===== src/design/bdc_pkg.sv =====
// Shared constants and types for the Bezier de Casteljau evaluator.
// No dependencies; imported by bdc_lerp, bdc_ctrl and the top level.
package bdc_pkg;

  localparam int COORD_BITS = 16;
  localparam int MAX_POINTS = 16;
  localparam int IDX_BITS   = $clog2(MAX_POINTS);
  localparam int CNT_BITS   = $clog2(MAX_POINTS + 1);
  localparam int CFG_BITS   = 5;
  localparam int T_BITS     = 17;
  localparam int FIELD_IDX_BITS = 4;
  localparam int FIELD_CRD_BITS = 16;
  localparam int IN_TDATA_W  = 56;
  localparam int OUT_TDATA_W = 32;

  localparam logic [T_BITS-1:0] T_ONE = T_BITS'(65536);

  localparam logic OP_LOAD = 1'b0;
  localparam logic OP_EVAL = 1'b1;

  typedef struct packed {
    logic signed [COORD_BITS-1:0] y;
    logic signed [COORD_BITS-1:0] x;
  } coord_pair_t;

  localparam int PAIR_BITS = $bits(coord_pair_t);

  typedef struct packed {
    logic                vld;
    coord_pair_t         p;
    coord_pair_t         q;
    logic [T_BITS-1:0]   t;
    logic [IDX_BITS-1:0] idx;
  } lerp_req_t;

  typedef struct packed {
    logic                busy;
    logic                vld;
    logic [IDX_BITS-1:0] idx;
    coord_pair_t         res;
  } lerp_rsp_t;

endpackage


===== src/design/bdc_ram.sv =====
// Generic single-write, single-read synchronous RAM, registered read data.
// No dependencies.
module bdc_ram #(
  parameter int DEPTH = 16,
  parameter int WIDTH = 32
) (
  input  logic                     clk,
  input  logic                     we,
  input  logic [$clog2(DEPTH)-1:0] waddr,
  input  logic [WIDTH-1:0]         wdata,
  input  logic [$clog2(DEPTH)-1:0] raddr,
  output logic [WIDTH-1:0]         rdata
);

  logic [WIDTH-1:0] mem [DEPTH];

  always_ff @(posedge clk) begin
    if (we) begin
      mem[waddr] <= wdata;
    end
  end

  always_ff @(posedge clk) begin
    rdata <= mem[raddr];
  end

endmodule


===== src/design/bdc_lerp.sv =====
// Two-stage pipelined linear interpolator for an x,y pair, t in unsigned Q1.16.
// Depends on bdc_pkg.
module bdc_lerp (
  input  logic              clk,
  input  logic              rst_n,
  input  bdc_pkg::lerp_req_t req,
  output bdc_pkg::lerp_rsp_t rsp
);
  import bdc_pkg::*;

  localparam int DIFF_W = COORD_BITS + 1;
  localparam int PROD_W = DIFF_W + T_BITS + 1;
  localparam int SHR_W  = PROD_W - 16;

  logic                       v1_r, v2_r;
  logic [IDX_BITS-1:0]        idx1_r, idx2_r;
  coord_pair_t                p1_r, p2_r;
  logic [T_BITS-1:0]          t1_r;
  logic signed [DIFF_W-1:0]   dx_r, dy_r;
  logic signed [PROD_W-1:0]   px_r, py_r;
  logic signed [DIFF_W-1:0]   dx_nxt, dy_nxt;
  logic signed [PROD_W-1:0]   px_nxt, py_nxt;
  logic signed [SHR_W-1:0]    sx, sy;

  assign dx_nxt = DIFF_W'(req.q.x) - DIFF_W'(req.p.x);
  assign dy_nxt = DIFF_W'(req.q.y) - DIFF_W'(req.p.y);
  assign px_nxt = PROD_W'(dx_r) * PROD_W'($signed({1'b0, t1_r}));
  assign py_nxt = PROD_W'(dy_r) * PROD_W'($signed({1'b0, t1_r}));

  always_ff @(posedge clk) begin
    if (!rst_n) begin
      v1_r <= 1'b0;
      v2_r <= 1'b0;
    end else begin
      v1_r <= req.vld;
      v2_r <= v1_r;
    end
  end

  always_ff @(posedge clk) begin
    p1_r   <= req.p;
    t1_r   <= req.t;
    idx1_r <= req.idx;
    dx_r   <= dx_nxt;
    dy_r   <= dy_nxt;
    p2_r   <= p1_r;
    idx2_r <= idx1_r;
    px_r   <= px_nxt;
    py_r   <= py_nxt;
  end

  // arithmetic shift floors toward minus infinity
  assign sx = px_r[PROD_W-1:16] + SHR_W'(p2_r.x);
  assign sy = py_r[PROD_W-1:16] + SHR_W'(p2_r.y);

  assign rsp.busy  = v1_r;
  assign rsp.vld   = v2_r;
  assign rsp.idx   = idx2_r;
  assign rsp.res.x = sx[COORD_BITS-1:0];
  assign rsp.res.y = sy[COORD_BITS-1:0];

endmodule


===== src/design/bdc_ctrl.sv =====
// Evaluation sequencer: level/index scan over the point and work memories,
// drain interlock between levels, result register. Depends on bdc_pkg.
module bdc_ctrl (
  input  logic                           clk,
  input  logic                           rst_n,
  input  logic                           in_valid,
  output logic                           in_ready,
  input  logic                           in_op,
  input  logic [bdc_pkg::FIELD_IDX_BITS-1:0] in_index,
  input  bdc_pkg::coord_pair_t           in_pt,
  input  logic [bdc_pkg::T_BITS-1:0]     in_t,
  input  logic                           cfg_we,
  input  logic [bdc_pkg::CFG_BITS-1:0]   cfg_wdata,
  output logic                           out_valid,
  input  logic                           out_ready,
  output bdc_pkg::coord_pair_t           out_pt,
  output logic                           pt_we,
  output logic [bdc_pkg::IDX_BITS-1:0]   pt_waddr,
  output bdc_pkg::coord_pair_t           pt_wdata,
  output logic [bdc_pkg::IDX_BITS-1:0]   rd_addr,
  input  bdc_pkg::coord_pair_t           pt_rdata,
  input  bdc_pkg::coord_pair_t           wk_rdata,
  output bdc_pkg::lerp_req_t             req,
  input  bdc_pkg::lerp_rsp_t             rsp
);
  import bdc_pkg::*;

  localparam logic [2:0] ST_IDLE  = 3'd0;
  localparam logic [2:0] ST_SCAN  = 3'd1;
  localparam logic [2:0] ST_DRAIN = 3'd2;
  localparam logic [2:0] ST_FETCH = 3'd3;
  localparam logic [2:0] ST_CATCH = 3'd4;
  localparam logic [2:0] ST_OUT   = 3'd5;

  logic [2:0]          state_r, state_nxt;
  logic [CFG_BITS-1:0] cnt_r, cnt_nxt;
  logic [CNT_BITS-1:0] n_r, n_nxt, n_sat;
  logic [T_BITS-1:0]   t_r, t_nxt;
  logic [IDX_BITS-1:0] level_r, level_nxt;
  logic [IDX_BITS-1:0] rd_idx_r, rd_idx_nxt;
  logic [IDX_BITS-1:0] rd_idx_d_r, rd_idx_d_nxt;
  logic                rd_vld_r, rd_vld_nxt;
  logic                rd_first_r, rd_first_nxt;
  logic                rd_pt_r, rd_pt_nxt;
  logic                out_vld_r, out_vld_nxt;
  coord_pair_t         out_pt_r, out_pt_nxt;
  coord_pair_t         res_r, res_nxt;
  coord_pair_t         prev_r;
  coord_pair_t         rd_data;
  logic                in_fire;

  assign in_ready = (state_r == ST_IDLE);
  assign in_fire  = in_valid && in_ready;
  assign rd_data  = rd_pt_r ? pt_rdata : wk_rdata;

  assign pt_we    = in_fire && (in_op == OP_LOAD) && (int'(in_index) < MAX_POINTS);
  assign pt_waddr = IDX_BITS'(in_index);
  assign pt_wdata = in_pt;

  always_comb begin
    if (cnt_r == '0) begin
      n_sat = CNT_BITS'(1);
    end else if (int'(cnt_r) > MAX_POINTS) begin
      n_sat = CNT_BITS'(MAX_POINTS);
    end else begin
      n_sat = CNT_BITS'(cnt_r);
    end
  end

  always_comb begin
    state_nxt    = state_r;
    cnt_nxt      = cnt_r;
    n_nxt        = n_r;
    t_nxt        = t_r;
    level_nxt    = level_r;
    rd_idx_nxt   = rd_idx_r;
    rd_idx_d_nxt = rd_idx_d_r;
    rd_vld_nxt   = 1'b0;
    rd_first_nxt = rd_first_r;
    rd_pt_nxt    = rd_pt_r;
    out_vld_nxt  = out_vld_r;
    out_pt_nxt   = out_pt_r;
    res_nxt      = res_r;
    rd_addr      = '0;
    if (cfg_we) begin
      cnt_nxt = cfg_wdata;
    end
    if (out_vld_r && out_ready) begin
      out_vld_nxt = 1'b0;
    end
    unique case (state_r)
      ST_IDLE: begin
        if (in_fire && (in_op == OP_EVAL)) begin
          t_nxt      = (in_t > T_ONE) ? T_ONE : in_t;
          n_nxt      = n_sat;
          level_nxt  = IDX_BITS'(1);
          rd_idx_nxt = '0;
          state_nxt  = (n_sat == CNT_BITS'(1)) ? ST_FETCH : ST_SCAN;
        end
      end
      ST_SCAN: begin
        rd_addr      = rd_idx_r;
        rd_vld_nxt   = 1'b1;
        rd_first_nxt = (rd_idx_r == '0);
        rd_pt_nxt    = (level_r == IDX_BITS'(1));
        rd_idx_d_nxt = rd_idx_r;
        if (CNT_BITS'(rd_idx_r) == n_r - CNT_BITS'(level_r)) begin
          state_nxt = ST_DRAIN;
        end else begin
          rd_idx_nxt = rd_idx_r + IDX_BITS'(1);
        end
      end
      ST_DRAIN: begin
        // wait until every write of this level has landed
        if (!rd_vld_r && !rsp.busy && !rsp.vld) begin
          if (CNT_BITS'(level_r) + CNT_BITS'(1) == n_r) begin
            state_nxt = ST_FETCH;
          end else begin
            level_nxt  = level_r + IDX_BITS'(1);
            rd_idx_nxt = '0;
            state_nxt  = ST_SCAN;
          end
        end
      end
      ST_FETCH: begin
        rd_addr   = '0;
        rd_pt_nxt = (n_r == CNT_BITS'(1));
        state_nxt = ST_CATCH;
      end
      ST_CATCH: begin
        res_nxt   = rd_data;
        state_nxt = ST_OUT;
      end
      ST_OUT: begin
        if (!out_vld_r || out_ready) begin
          out_pt_nxt  = res_r;
          out_vld_nxt = 1'b1;
          state_nxt   = ST_IDLE;
        end
      end
      default: begin
        state_nxt = ST_IDLE;
      end
    endcase
  end

  always_ff @(posedge clk) begin
    if (!rst_n) begin
      state_r   <= ST_IDLE;
      cnt_r     <= CFG_BITS'(1);
      rd_vld_r  <= 1'b0;
      out_vld_r <= 1'b0;
    end else begin
      state_r   <= state_nxt;
      cnt_r     <= cnt_nxt;
      rd_vld_r  <= rd_vld_nxt;
      out_vld_r <= out_vld_nxt;
    end
  end

  always_ff @(posedge clk) begin
    n_r        <= n_nxt;
    t_r        <= t_nxt;
    level_r    <= level_nxt;
    rd_idx_r   <= rd_idx_nxt;
    rd_idx_d_r <= rd_idx_d_nxt;
    rd_first_r <= rd_first_nxt;
    rd_pt_r    <= rd_pt_nxt;
    out_pt_r   <= out_pt_nxt;
    res_r      <= res_nxt;
    if (rd_vld_r) begin
      prev_r <= rd_data;
    end
  end

  assign req.vld = rd_vld_r && !rd_first_r;
  assign req.p   = prev_r;
  assign req.q   = rd_data;
  assign req.t   = t_r;
  assign req.idx = rd_idx_d_r - IDX_BITS'(1);

  assign out_valid = out_vld_r;
  assign out_pt    = out_pt_r;

`ifndef SYNTHESIS
  a_wr_not_idle: assert property (@(posedge clk) disable iff (!rst_n)
    rsp.vld |-> (state_r == ST_SCAN || state_r == ST_DRAIN))
    else $error("work write outside a scan");
  a_wr_range: assert property (@(posedge clk) disable iff (!rst_n)
    rsp.vld |-> (CNT_BITS'(rsp.idx) + CNT_BITS'(1) < n_r))
    else $error("work write beyond active points");
  a_level_range: assert property (@(posedge clk) disable iff (!rst_n)
    (state_r == ST_SCAN) |-> (CNT_BITS'(level_r) < n_r))
    else $error("level out of range");
  a_out_hold: assert property (@(posedge clk) disable iff (!rst_n)
    (out_vld_r && !out_ready) |=> (out_vld_r && $stable(out_pt_r)))
    else $error("result dropped while stalled");
  a_catch_out: assert property (@(posedge clk) disable iff (!rst_n)
    (state_r == ST_CATCH) |=> (state_r == ST_OUT))
    else $error("capture not followed by output");
`endif

endmodule


===== src/design/bezier_de_casteljau_eval.sv =====
// Top level of the Bezier de Casteljau evaluator: stream ports, point and
// work memories, interpolator and sequencer. Depends on bdc_pkg and submodules.
//
// A load transaction (tuser = 0) writes one control point.
// An evaluate transaction (tuser = 1) runs de Casteljau over the first
// point_count points (0 reads as 1, above 16 as 16) with t saturated to 1.0:
// every level streams its points through the read address shared by the point
// and work memories, and waits for the interpolator pipeline to write back
// before the next level starts. One evaluation is in flight at a time; a new
// transaction is taken while a finished result waits on the output. Point
// store contents are undefined until loaded.
module bezier_de_casteljau_eval (
  input  logic                              clk,
  input  logic                              rst_n,
  input  logic                              in_tvalid,
  output logic                              in_tready,
  // point_index[3:0], point_x[19:4], point_y[35:20], param_t[52:36], zero pad
  input  logic [bdc_pkg::IN_TDATA_W-1:0]    in_tdata,
  // opcode[0]
  input  logic [0:0]                        in_tuser,
  output logic                              out_tvalid,
  input  logic                              out_tready,
  // curve_x[15:0], curve_y[31:16]
  output logic [bdc_pkg::OUT_TDATA_W-1:0]   out_tdata,
  input  logic                              cfg_we,
  input  logic [bdc_pkg::CFG_BITS-1:0]      cfg_wdata
);
  import bdc_pkg::*;

  logic [FIELD_IDX_BITS-1:0]        in_index;
  logic signed [FIELD_CRD_BITS-1:0] in_x, in_y;
  logic [T_BITS-1:0]                in_t;
  coord_pair_t                      in_pt, out_pt;
  logic                             pt_we;
  logic [IDX_BITS-1:0]              pt_waddr, rd_addr;
  coord_pair_t                      pt_wdata, pt_rdata, wk_rdata;
  lerp_req_t                        req;
  lerp_rsp_t                        rsp;

  assign in_index = in_tdata[3:0];
  assign in_x     = in_tdata[19:4];
  assign in_y     = in_tdata[35:20];
  assign in_t     = in_tdata[52:36];
  assign in_pt.x  = COORD_BITS'(in_x);
  assign in_pt.y  = COORD_BITS'(in_y);

  bdc_ram #(.DEPTH(MAX_POINTS), .WIDTH(PAIR_BITS)) u_pt_ram (
    .clk   (clk),
    .we    (pt_we),
    .waddr (pt_waddr),
    .wdata (pt_wdata),
    .raddr (rd_addr),
    .rdata (pt_rdata)
  );

  bdc_ram #(.DEPTH(MAX_POINTS), .WIDTH(PAIR_BITS)) u_wk_ram (
    .clk   (clk),
    .we    (rsp.vld),
    .waddr (rsp.idx),
    .wdata (rsp.res),
    .raddr (rd_addr),
    .rdata (wk_rdata)
  );

  bdc_lerp u_lerp (
    .clk   (clk),
    .rst_n (rst_n),
    .req   (req),
    .rsp   (rsp)
  );

  bdc_ctrl u_ctrl (
    .clk       (clk),
    .rst_n     (rst_n),
    .in_valid  (in_tvalid),
    .in_ready  (in_tready),
    .in_op     (in_tuser[0]),
    .in_index  (in_index),
    .in_pt     (in_pt),
    .in_t      (in_t),
    .cfg_we    (cfg_we),
    .cfg_wdata (cfg_wdata),
    .out_valid (out_tvalid),
    .out_ready (out_tready),
    .out_pt    (out_pt),
    .pt_we     (pt_we),
    .pt_waddr  (pt_waddr),
    .pt_wdata  (pt_wdata),
    .rd_addr   (rd_addr),
    .pt_rdata  (pt_rdata),
    .wk_rdata  (wk_rdata),
    .req       (req),
    .rsp       (rsp)
  );

  assign out_tdata = {FIELD_CRD_BITS'(out_pt.y), FIELD_CRD_BITS'(out_pt.x)};

endmodule

===== config.mk =====
export PLATFORM = sky130hd
export DESIGN_NAME = bezier_de_casteljau_eval
export DESIGN_NICKNAME = d
export VERILOG_FILES = /design/src/design/bdc_pkg.sv /design/src/design/bdc_ram.sv /design/src/design/bdc_lerp.sv /design/src/design/bdc_ctrl.sv /design/src/design/bezier_de_casteljau_eval.sv
export SDC_FILE = /design/constraint.sdc
export NUM_CORES = 2
export LEC_CHECK = 0
export ABC_AREA = 1
export BUFFER_PORTS_ARGS = -buffer_cell sky130_fd_sc_hd__buf_2
export CORE_MARGIN = 4
export CORE_UTILIZATION = 30
export DETAILED_ROUTE_END_ITERATION = 8
export HOLD_SLACK_MARGIN = 0.03
export SLEW_MARGIN = 20
export SYNTH_ARGS = -nofsm -noshare
export SYNTH_HDL_FRONTEND = slang
export SYNTH_SLANG_ARGS = --single-unit

===== constraint.sdc =====
create_clock -name clk -period 6.2 [get_ports clk]
set_input_delay 1.86 -clock clk [delete_from_list [all_inputs] [get_ports clk]]
set_output_delay 1.86 -clock clk [all_outputs]
set_load 0.05 [all_outputs]

==> flow_summary_export.csv <==
group,metric,value,unit
yosys,synth_xor_xnor_area_share,0.0108,
yosys,ys_ff_latch,1387,
clocking,cts-root-buf,"clkbuf_16",
clocking,cts_sinks,1387,
timing,setup_viol,0,
cells_and_area,ff_latch_area,39300,um2
timing,fmax,169,MHz
floorplanning,io_pins,101,
yosys,ys_seq_area_frac,0.535,
yosys,synth_top_cell_by_area,"edfxtp_1",
global_route,grt_pass1_vias,49300,
critical_path,slowest_stage,"dfxtp_1",
floorplanning,dieWidth,503,um
hold_path,hold_path_startpoint,"u_lerp.p1_r[8]$_DFF_P_",
critical_path,cp_max_fo,11,
drt,vias,48500,
yosys,synth-adder-area-share,0.171,
yosys,synth_top_family_by_area,"adder cells",
yosys,yosys-top-cells-count,"inv_1, edfxtp_1, nand2_1",
floorplanning,die_y,503,um
timing,finalHoldViolCount,0,
yosys,synth_cells,6870,
yosys,yosys.area_share.simple,0.113,
timing,clock_skew,0.0344,ns
clocking,tritoncts,"yes",
floorplanning,coreArea,243000,um2
timing,drv_slew,0,
critical_path,max_stage_delay,0.72,ns
drt,avgRoutedWirePerCell,18.7,um
yosys,synth_compound_area_frac,0.0876,
timing,tns,0,ns
yosys,async_flop_share,0,
clocking,postCtsHoldBufs,0,
yosys,syn_nets,7670,
clocking,cts_buffers,142,
floorplanning,start_util,0.302,
timing,slew-limit-headroom,0.291,
yosys,yosys.area.top_type_share,0.472,
global_route,gr-usage-all-layers,0.150,
cells_and_area,final_core_util,0.341,
drt,drtIter0Drc,3842,
cells_and_area,nets,7706,
cells_and_area,fill_cells,23900,
timing,fin_crit_sh,0.953,
critical_path,critPathTopFamily,"adder cells",
cells_and_area,multiInputGateArea,28800,um2
clocking,cts_setup_buffers,0,
clocking,ctsLongestPathBuffers,3,
critical_path,reg2reg_slack,0.29,ns
timing,grt_setup_unrepaired,"no",
job,cap_violations,0,
drt,drtPass1Iterations,5,
yosys,synthTopCellsByArea,"edfxtp_1, fa_1, dfxtp_1",
critical_path,critPathRequiredTime,6.85,ns
global_route,grt_max_degree,190,
placement,dp_hpwl,120000,um
yosys,synth_edf_count,1156,
clocking,clkLatencyLatePin,0.77,ns
critical_path,critPathKind,"register to register",
critical_path,worst-path-buf-inv,8,
timing,tightest_slew,1.06,ns
yosys,synth_most_common_cell,"inv_1",
yosys,ys.flop_type,"edfxtp_1",
drt,vias_per_cell,4.75,
timing,setup_slack,0.294,ns
cells_and_area,area_growth_syn_to_layout,12.8,%
critical_path,crit_chain,"buf_4 > buf_4 > nand2_1 > fa_1 > inv_1 > fa_1 > inv_1 > fa_1 > inv_1 > fa_1 > fa_1 > inv_1 > fa_1 > inv_1 > ha_1 > nand2_1 > inv_1 > a21oi_1 > a21boi_0 > nand2_1 > nand2_1 > nand2_1 > xor2_1",
yosys,synth_area,73500,um2
hold_path,hold_path_end,"u_lerp.p2_r[8]$_DFF_P_",
yosys,synth_warnings,0,
global_route,antenna_found_initial,22,
hold_path,min_path_type,"register to register",
placement,port_buffers,97,
drt,routed_wl,191000,um
placement,gp_congestion,0.877,
floorplanning,fp-row-count,181,
yosys,synth_mux_area_frac,0.00429,
global_route,grt_pass1_wl,293000,um
timing,fin_crit,5.91,ns
drt,postRouteAntennaNets,0,
clocking,path_clk_slew,0.07,ns
cells_and_area,drive_above_1_share,0.0810,
clocking,cts_htree_levels,4,
global_route,overflow,0,
drt,drc,0,
yosys,ys_types,43,
critical_path,r2r_start,"u_lerp.dx_r[10]$_DFF_P_",
yosys,avgSynthCellArea,10.7,um2
floorplanning,die-area,253000,um2
hold_path,hold_depth,0,
critical_path,start_kind,"register",
status,status,"finished clean",
critical_path,r2r_end,"u_lerp.px_r[19]$_DFF_P_",
placement,place_worst_setup_slack,0.234,ns
critical_path,r2r_cells,23,
critical_path,endpoint_kind,"register",
critical_path,worstPathArrival,6.56,ns
## state kept, by name (all words and copies together), names as in the netlist, 5 cells and up
signal	flops
u_ctrl.cnt_r	5
u_ctrl.n_r	5
u_ctrl.out_pt	32
u_ctrl.req	32
u_ctrl.res_r	32
u_ctrl.t_r	17
u_lerp.dx_r	17
u_lerp.dy_r	17
u_lerp.p1_r	32
u_lerp.p2_r	32
u_lerp.px_r	16
u_lerp.py_r	16
u_lerp.t1_r	17
u_pt_ram.mem	512
u_pt_ram.rdata	32
u_wk_ram.mem	512
u_wk_ram.rdata	32
## layout make-up
cell class | count | area share
antenna | 7 | 0.000211
clock buffer | 191 | 0.0473
clock inverter | 63 | 0.00786
inverter | 1164 | 0.0530
multi-input combinational | 3972 | 0.348
sequential | 1387 | 0.474
tap | 3202 | 0.0483
timing repair buffer | 239 | 0.0213
## worst max-delay path by stage
stage	startpoint	to	slack, ns	cells past startpoint
6_report	u_lerp.dx_r[10]$_DFF_P_	u_lerp.px_r[19]$_DFF_P_	0.29	23
3_5_place_dp	u_lerp.dx_r[3]$_DFF_P_	u_lerp.px_r[31]$_DFF_P_	0.23	18
2_1_floorplan	u_lerp.dx_r[2]$_DFF_P_	u_lerp.px_r[31]$_DFF_P_	0.93	20
3_3_place_gp	u_lerp.dx_r[3]$_DFF_P_	u_lerp.px_r[31]$_DFF_P_	0.26	18
4_1_cts	u_lerp.dx_r[3]$_DFF_P_	u_lerp.px_r[31]$_DFF_P_	0.20	18
5_1_grt	u_lerp.t1_r[13]$_DFF_P_	u_lerp.py_r[31]$_DFF_P_	0.007	20
## worst register-to-register path, cell delays in order (launching register included)
cell	delay (ns)
dfxtp_1	0.72
buf_4	0.29
buf_4	0.19
nand2_1	0.09
fa_1	0.39
inv_1	0.09
fa_1	0.18
inv_1	0.05
fa_1	0.47
inv_1	0.05
fa_1	0.52
fa_1	0.57
inv_1	0.07
fa_1	0.48
inv_1	0.05
ha_1	0.30
nand2_1	0.12
inv_1	0.06
a21oi_1	0.23
a21boi_0	0.36
nand2_1	0.15
nand2_1	0.08
nand2_1	0.05
xor2_1	0.25
## timing repair
item,CTS,global route
resized for setup,0,3
setup endpoints to repair,0,4
hold endpoints to repair,0,0
## cells in the final DEF (no fill, tap or decap), drive strengths merged
cell,synthesis,layout
edfxtp,1156,1156
a21o,16,16
xnor2,31,31
a31oi,4,4
a31o,1,1
a21boi,9,9
o21a,5,5
o31ai,51,51
dfxtp,231,231
nor4,2,2
nor2,692,692
mux2,28,28
or2,97,97
clkbuf,281,191
a211oi,1,1
nand2,1073,1073
o41ai,1,1
nand3b,4,4
inv,1162,1166
a21oi,139,139
ha,282,282
clkinv,2,50
buf,66,239
and3,1,1
nand4,18,18
o211ai,363,363
nand3,145,145
nor3,35,35
fa,451,451
o21ai,447,447
xor2,60,60
o21bai,14,14
clkinvlp,0,5
diode,0,7
bufinv,0,6
o2111ai,2,2
## cell families (layout without fill, tap and decap cells)
logic type	Yosys count	in the layout
xor+xnor	91	91
flops	1387	1387
simple gates	2067	2067
buf+inv	1511	1657
fa+ha+maj	733	733
mux	28	28
compound gates	1053	1053
other cells	0	7
## routing by layer
layer / vias to the layer above / routed length [um] / track usage
met5: - / 85 / 0
met4: 14 / 4270 / 0.0408
met3: 307 / 10100 / 0.0213
met2: 1283 / 94500 / 0.262
met1: 24300 / 82100 / 0.194
li1: 22600 / - / -
## per-stage QoR
step	cells	cell area [um2]	hold slack [ns]
6_report	10200	82900	0.320
3_3_place_gp	9964	78200	0.311
3_5_place_dp	9964	78300	0.312
5_1_grt	10200	82900	0.328
2_1_floorplan	6870	73500	0.310
4_1_cts	10200	82800	0.317
Power is not shown: default switching activity piles up to over one toggle a cycle in this logic, so the estimate is an artifact.
